### src/hw/rtl/solpq_pkg.sv
// shared constants and types for the sorted open-list priority queue
package solpq_pkg;

	localparam int DEF_CAPACITY    = 64;
	localparam int DEF_COST_BITS   = 16;
	localparam int DEF_COORD_BITS  = 8;
	localparam int DEF_HANDLE_BITS = 8;

	localparam int OP_W = 3;

	localparam logic [OP_W-1:0] OP_INSERT = 3'd0;
	localparam logic [OP_W-1:0] OP_POP    = 3'd1;
	localparam logic [OP_W-1:0] OP_FIND   = 3'd2;
	localparam logic [OP_W-1:0] OP_DELETE = 3'd3;
	localparam logic [OP_W-1:0] OP_CLEAR  = 3'd4;

	typedef struct packed {
		logic            eval;
		logic            commit;
		logic [OP_W-1:0] op;
	} ctl_t;

endpackage

### src/hw/rtl/solpq_cell.sv
// one queue slot: holds an entry, compares it with the key, shifts with its neighbors
module solpq_cell
	import solpq_pkg::*;
#(
	parameter int COST_BITS   = DEF_COST_BITS,
	parameter int COORD_BITS  = DEF_COORD_BITS,
	parameter int HANDLE_BITS = DEF_HANDLE_BITS,
	localparam int ENTRY_W    = COST_BITS + 2 * COORD_BITS + HANDLE_BITS
) (
	input  logic                   clk,
	input  logic                   arst_n,
	input  ctl_t                   ctl,
	input  logic [COST_BITS-1:0]   key_cost,
	input  logic [COORD_BITS-1:0]  key_x,
	input  logic [COORD_BITS-1:0]  key_y,
	input  logic [HANDLE_BITS-1:0] key_handle,
	input  logic [ENTRY_W-1:0]     prev_entry,
	input  logic                   prev_valid,
	input  logic                   prev_cond,
	input  logic [ENTRY_W-1:0]     next_entry,
	input  logic                   next_valid,
	input  logic                   gone,
	output logic [ENTRY_W-1:0]     entry,
	output logic                   valid,
	output logic                   cond,
	output logic                   hit
);

	logic [ENTRY_W-1:0]     entry_q;
	logic                   valid_q;
	logic                   cond_s2;
	logic                   hit_s2;
	logic [COST_BITS-1:0]   cur_cost;
	logic [COORD_BITS-1:0]  cur_x;
	logic [COORD_BITS-1:0]  cur_y;
	logic [HANDLE_BITS-1:0] cur_tag;
	logic [ENTRY_W-1:0]     nxt_entry;
	logic                   nxt_valid;

	assign {cur_cost, cur_x, cur_y, cur_tag} = entry_q;

	// compare flags
	always_ff @(posedge clk or negedge arst_n) begin
		if (!arst_n) begin
			cond_s2 <= 1'b0;
			hit_s2  <= 1'b0;
		end else if (ctl.eval) begin
			cond_s2 <= !valid_q || (cur_cost > key_cost);
			if (ctl.op == OP_FIND) begin
				hit_s2 <= valid_q && (cur_x == key_x) && (cur_y == key_y);
			end else begin
				hit_s2 <= valid_q && (cur_tag == key_handle);
			end
		end
	end

	always_comb begin
		nxt_entry = entry_q;
		nxt_valid = valid_q;
		case (ctl.op)
			OP_INSERT: begin
				if (prev_cond && cond_s2) begin
					nxt_entry = prev_entry;
					nxt_valid = prev_valid;
				end else if (cond_s2) begin
					nxt_entry = {key_cost, key_x, key_y, key_handle};
					nxt_valid = 1'b1;
				end
			end
			OP_POP: begin
				nxt_entry = next_entry;
				nxt_valid = next_valid;
			end
			OP_DELETE: begin
				if (gone) begin
					nxt_entry = next_entry;
					nxt_valid = next_valid;
				end
			end
			OP_CLEAR: begin
				nxt_valid = 1'b0;
			end
			default: begin
				nxt_valid = valid_q;
			end
		endcase
	end

	always_ff @(posedge clk or negedge arst_n) begin
		if (!arst_n) begin
			valid_q <= 1'b0;
		end else if (ctl.commit) begin
			valid_q <= nxt_valid;
		end
	end

	always_ff @(posedge clk) begin
		if (ctl.commit) begin
			entry_q <= nxt_entry;
		end
	end

	assign entry = entry_q;
	assign valid = valid_q;
	assign cond  = cond_s2;
	assign hit   = hit_s2;

endmodule

### config.mk
export PLATFORM = sky130hd
export DESIGN_NAME = solpq_cell
export DESIGN_NICKNAME = d
export VERILOG_FILES = /design/src/hw/rtl/solpq_pkg.sv /design/src/hw/rtl/solpq_cell.sv
export SDC_FILE = /design/constraint.sdc
export NUM_CORES = 1
export LEC_CHECK = 0
export ABC_AREA = 0
export BUFFER_PORTS_ARGS = -buffer_cell sky130_fd_sc_hd__clkbuf_2
export CORE_MARGIN = 5
export CORE_UTILIZATION = 47
export CTS_CLUSTER_SIZE = 40
export DETAILED_ROUTE_END_ITERATION = 10
export PLACE_DENSITY = 0.86
export SLEW_MARGIN = 5
export SYNTH_ARGS = -nofsm -noshare
export SYNTH_HDL_FRONTEND = slang
export SYNTH_SLANG_ARGS = --single-unit
### constraint.sdc
create_clock -name clk -period 2.9 [get_ports clk]
set_input_delay 0.87 -clock clk [delete_from_list [all_inputs] [get_ports clk]]
set_output_delay 0.87 -clock clk [all_outputs]
set_load 0.05 [all_outputs]
[Word-level counts from Yosys, hierarchy flattened]
Index checks and enable logic that the tools add are counted.
Storage, ports and cells
  memories: 0
  latch bits: 0
  output and inout port bits: 43
  input port bits: 131
  word-level logic and storage cells: 34
  memory bits (read-only): 0
  bits in registers: 43
  RAM bits: 0
Operators by class
  $mul: 0
  shifts and indexed selects: 0
  bitwise gates (word level): 0
  reduce and logical (&&, ||, !) cells: 11
  $add $sub $neg: 0
  equal/unequal tests: 9
  muxes and demuxes: 9
  order comparisons: 1
  divide/modulo/power cells: 0
Operators by type and width (count)
  2-to-1 mux 40 bit: 3
  one-hot mux 40 bit (3 select lines): 1
  == test 8 bit: 3
  > comparator 16 bit: 1
  AND reduction 4 bit: 2
  == test 3 x 2 -> 1 bit, second input constant: 2
  logical AND 1 bit: 4
  2-to-1 mux 1 bit: 4
  one-hot mux 1 bit (4 select lines): 1
  nonzero test 4 bit: 1
  == test 3 x 1 -> 1 bit, second input constant: 1
  == test 3 bit, second input constant: 1
  zero test 3 bit: 1
  != test 3 bit, second input constant: 1
  nonzero test 3 bit: 1
  != test 2 bit, second input constant: 1
  zero test 1 bit: 1
  logical OR 1 bit: 1

[Longest topological paths before layout]
  word-level depth: 4
  mapped depth: 7
  gate-level depth less buffers: 7

[Worst setup path after synthesis]
No wires, ideal clock.
  kind: input -> register
  start: input port ctl[0] (netlist bit)
  end: register entry_q[0] (netlist: entry[0]) (enable)
  data arrival time: 2.062 ns
  setup slack: 0.437 ns
  library setup time: 0.401 ns
  cell stages on the path: 3
  required time: 2.499 ns
  cell sequence: nor2_1 -> o21ai_0 -> and3b_1
On the way
  word-level cells in the longest chain between the ends: 3
  elaborated cells between the ends (all ways): 7
  those cells by class: eq/ne (4); reduce/logical (3)
RTL lines
  from (decl): RTL line solpq_cell.sv:12  | input ctl_t ctl,
  == test 3 x 2 -> 1 bit (tied with other cells): RTL line solpq_cell.sv:60  | case (ctl.op)
  != test 2 bit (no line) (tied with other cells)
  AND reduction 4 bit (no line) *
  to (signal assigned): RTL line solpq_cell.sv:99  | entry_q <= nxt_entry;
  to (decl): RTL line solpq_cell.sv:29  | logic [ENTRY_W-1:0] entry_q;
Every way passes the cells marked *; elsewhere a longest branch is shown, timed or not.
A chain may end at the register's enable or synchronous reset.

[Worst setup path after layout]
  start: input port ctl[0] (netlist bit)
  end: register entry_q[7] (netlist: entry[7]) (enable)
The elaborated chain is that of the path after synthesis.

==> flow_summary.html <==
<table>
<tr><th>Metric</th><th>Value</th></tr>
<tr><th colspan="2">Timing</th></tr>
<tr><td>Slew margin rel.</td><td>0.748</td></tr>
<tr><td>Post-Route Setup TNS</td><td>0 ns</td></tr>
<tr><td>Timing-limited maximum frequency</td><td>516 MHz</td></tr>
<tr><td>Unrepaired setup endpoints after global routing</td><td>no</td></tr>
<tr><td>Final setup violating endpoints</td><td>0</td></tr>
<tr><td>Final max-slew violation count</td><td>0</td></tr>
<tr><td>Portion of the clock cycle consumed by the worst path in the final layout</td><td>0.668</td></tr>
<tr><td>Worst setup skew after layout</td><td>0.0116 ns</td></tr>
<tr><td>Worst Hold Slack</td><td>0.368 ns</td></tr>
<tr><td>Final Critical Period</td><td>1.94 ns</td></tr>
<tr><td>Final Hold Fails</td><td>0</td></tr>
<tr><td>Slew at the pin with the worst max-slew slack</td><td>0.368 ns</td></tr>
<tr><th colspan="2">Cells and area</th></tr>
<tr><td>Antenna cell count</td><td>0</td></tr>
<tr><td>Final #Nets</td><td>607</td></tr>
<tr><td>Final instance count without filler cells</td><td>536</td></tr>
<tr><td>Final instance area</td><td>3950 um^2</td></tr>
<tr><td>Share of post-route cells with drive strength above 1</td><td>0.412</td></tr>
<tr><td>Fillcell total</td><td>496</td></tr>
<tr><td>Post-synthesis to final-layout area growth</td><td>37.7%</td></tr>
<tr><th colspan="2">Worst setup path</th></tr>
<tr><td>Data arrival time of the worst path</td><td>1.93 ns</td></tr>
<tr><td>Crit Path Category</td><td>in2reg</td></tr>
<tr><td>Capture point of the worst reg-to-reg path</td><td>entry[7]$_DFFE_PP_</td></tr>
<tr><td>Element type at the critical path start</td><td>primary input</td></tr>
<tr><td>Worst path required time</td><td>2.89 ns</td></tr>
<tr><td>Maximum fanout along the worst path</td><td>25</td></tr>
<tr><td>CP endpoint kind</td><td>register</td></tr>
<tr><td>Worst R2R Path Depth</td><td>4</td></tr>
<tr><td>FF-to-FF Start</td><td>cond$_DFFE_PN0P_</td></tr>
<tr><td>Register-to-register setup slack</td><td>1.23 ns</td></tr>
<tr><th colspan="2">CTS</th></tr>
<tr><td>Maximum clock insertion buffer count</td><td>2</td></tr>
<tr><td>Clk root buf</td><td>sky130_fd_sc_hd__clkbuf_8</td></tr>
<tr><td>CTS tree</td><td>built</td></tr>
<tr><td>Number of hold buffers added after CTS</td><td>0</td></tr>
<tr><td>Post-CTS setup-driven buffer insertion count</td><td>0</td></tr>
<tr><td>H-tree levels</td><td>2</td></tr>
<tr><td>Num CTS Buffers</td><td>5</td></tr>
<tr><td>Clock latency at the later pin of the worst-skew pair</td><td>0.30 ns</td></tr>
<tr><td>Clock slew at the register clock pins of the worst setup and hold paths</td><td>0.08 ns</td></tr>
<tr><td>Clk sinks</td><td>43</td></tr>
<tr><td>Post-cts repair resize count</td><td>0</td></tr>
<tr><th colspan="2">Global routing</th></tr>
<tr><td>Maximum number of pins on one net before global-route repair</td><td>53</td></tr>
<tr><td>Number of antenna violations at the first check in global routing</td><td>0</td></tr>
<tr><td>Via count of the first global-routing pass</td><td>2806</td></tr>
<tr><td>Total global routing overflow</td><td>0</td></tr>
<tr><td>Wire length of the first global-routing pass</td><td>12300 um</td></tr>
<tr><td>Total track usage</td><td>0.205</td></tr>
<tr><th colspan="2">Power</th></tr>
<tr><td>Maximum ir drop on the vdd rail</td><td>0.196 mV</td></tr>
<tr><td>Static Leakage</td><td>0.00196 uW</td></tr>
<tr><td>Total power after layout</td><td>1670 uW</td></tr>
<tr><td>Power per standard cell area</td><td>423 nW/um^2</td></tr>
<tr><th colspan="2">Synthesis</th></tr>
<tr><td>Flip-flop and latch count after synthesis</td><td>43</td></tr>
<tr><td>Synth top cells by count</td><td>49 x sky130_fd_sc_hd__nand2_1, 42 x sky130_fd_sc_hd__o21ai_1, 40 x sky130_fd_sc_hd__edfxtp_1, 40 x sky130_fd_sc_hd__mux2i_1, 22 x sky130_fd_sc_hd__xnor2_1</td></tr>
<tr><td>Post-synth ARST share</td><td>0.0698</td></tr>
<tr><td>Number of flops mapped to enable cells by yosys</td><td>40</td></tr>
<tr><td>Number of instances in the synthesized netlist</td><td>288</td></tr>
<tr><td>Top cell type's share of synthesized area</td><td>0.418</td></tr>
<tr><td>Largest cells by area after synthesis</td><td>sky130_fd_sc_hd__edfxtp_1 42%, sky130_fd_sc_hd__mux2i_1 14%, sky130_fd_sc_hd__o21ai_1 7.3%</td></tr>
<tr><td>Most used flip-flop cell after synthesis</td><td>sky130_fd_sc_hd__edfxtp_1</td></tr>
<tr><td>Synthesized netlist net count</td><td>435</td></tr>
<tr><td>Cell area after synthesis</td><td>2870 um^2</td></tr>
<tr><td>Synthesized area per cell</td><td>9.97 um^2</td></tr>
<tr><td>Post-synth cell types</td><td>31</td></tr>
<tr><td>Top-count cell post-synth</td><td>sky130_fd_sc_hd__nand2_1</td></tr>
<tr><td>Count of yosys warnings during synthesis</td><td>0</td></tr>
<tr><td>Cell taking the most area after synthesis</td><td>sky130_fd_sc_hd__edfxtp_1</td></tr>
<tr><td>Post-synthesis sequential area ratio</td><td>0.444</td></tr>
<tr><th colspan="2">Place</th></tr>
<tr><td>Number of port buffers</td><td>173</td></tr>
<tr><td>Final GP Congestion</td><td>0.808</td></tr>
<tr><td>Number of placed instances, taps included</td><td>528</td></tr>
<tr><td>Post-DP HPWL</td><td>6840 um</td></tr>
<tr><td>Area of placed instances</td><td>3860 um^2</td></tr>
<tr><th colspan="2">Drt</th></tr>
<tr><td>Average wire per cell in the routed design</td><td>15.1 um</td></tr>
<tr><td>Count of vias placed by the detailed router</td><td>2760</td></tr>
<tr><td>Total length of routed wires</td><td>8100 um</td></tr>
<tr><td>DRC marker count from the first detailed-route iteration</td><td>126</td></tr>
<tr><td>Total iterations of the first detailed-routing run</td><td>4</td></tr>
<tr><td>Remaining DRCs</td><td>0</td></tr>
<tr><td>Post-detailed-route via-to-cell ratio</td><td>5.15</td></tr>
<tr><td>Detail Route Antenna Nets</td><td>0</td></tr>
<tr><th colspan="2">Floorplan</th></tr>
<tr><td>Core area</td><td>5920 um^2</td></tr>
<tr><td>Number of placed I/O pins</td><td>174</td></tr>
<tr><td>DIE HEIGHT</td><td>88.2 um</td></tr>
<tr><td>Die extent in x</td><td>88.2 um</td></tr>
<tr><td>Starting utilization of the core area</td><td>0.485</td></tr>
<tr><td>Row cnt</td><td>28</td></tr>
<tr><td>Full die area</td><td>7770 um^2</td></tr>
<tr><th colspan="2">Run</th></tr>
<tr><td>Maximum capacitance violations</td><td>0</td></tr>
<tr><th colspan="2">Outcome</th></tr>
<tr><td>Status</td><td>complete, no violations</td></tr>
<tr><th colspan="2">Min path</th></tr>
<tr><td>Hold/Removal Path Class</td><td>in2async</td></tr>
</table>
-- worst max-delay path by stage --
stage                           to  cells past startpoint  slack, ns              from
6_report        entry[7]$_DFFE_PP_                      5       0.96            ctl[0]
3_5_place_dp   entry[35]$_DFFE_PP_                      5       0.66            ctl[0]
4_1_cts                       cond                      1       0.95  cond$_DFFE_PN0P_
3_3_place_gp       hit$_DFFE_PN0P_                      6       0.65          key_y[1]
2_1_floorplan   entry[0]$_DFFE_PP_                      3       0.44            ctl[0]
5_1_grt           cond$_DFFE_PN0P_                      7       0.72       key_cost[1]
-- worst max-delay path, stage by stage --
cell and delay (ns):
sky130_fd_sc_hd__clkbuf_2 0.15, sky130_fd_sc_hd__nor2_1 0.05, sky130_fd_sc_hd__o21ai_0 0.13, sky130_fd_sc_hd__and3b_2 0.47, sky130_fd_sc_hd__buf_12 0.24
-- registers in the layout, summed over array words and instances (netlist names) --
register / count
cond: 1
entry: 40
hit: 1
valid: 1
-- cell families (layout without fill, tap and decap cells) --
| group | count (synthesis) | in the layout | share of synthesized area |
|---|---|---|---|
| mux | 40 | 40 | 0.139 |
| flops | 43 | 43 | 0.444 |
| xor+xnor | 24 | 24 | 0.0732 |
| compound gates | 59 | 59 | 0.109 |
| simple gates | 75 | 75 | 0.122 |
| fa+ha+maj | 16 | 16 | 0.0697 |
| buf+inv | 31 | 204 | 0.0427 |
-- routing by layer --
layer / routed length, um / global-route usage / vias up
met5: 0 / 0 / -
met4: 108 / 0.0536 / 0
met3: 771 / 0.0470 / 10
met2: 4240 / 0.394 / 121
met1: 2980 / 0.224 / 1253
li1: - / - / 1376
-- layout make-up --
class	instances	area, um^2	share of cell area
Timing Repair Buffer	178	941	0.238
Clock inverter	1	5.00	0.00127
Clock buffer	7	86.3	0.0218
Inverter	18	67.6	0.0171
Sequential cell	43	1280	0.323
Tap cell	75	93.8	0.0237
Multi-Input combinational cell	214	1480	0.375
-- where the power goes --
group / leakage [uW] / switching [uW] / internal, uW
clock network: 0.0000482 / 197 / 192
logic: 0.00151 / 315 / 213
registers: 0.000407 / 24.1 / 730
total: 0.00196 / 536 / 1140
-- cells in the final DEF, fill, tap and decap left out, drive strengths merged, types with 5 or more instances in the layout --
cell and instances:
nand2 49, xnor2 22, clkbuf 180, inv 18, nand4 10, ha 16, buf 5, mux2i 40
o21ai 45, edfxtp 40, a21oi 8
-- stage by stage --
stage | util | setup WS, ns
finish | 0.668 | 0.962
global route | 0.668 | 0.717
CTS | 0.668 | 0.948
detailed placement | 0.652 | 0.656
global placement | 0.652 | 0.650
floorplan | - | 0.437
Power figures use the tool's default switching activity.
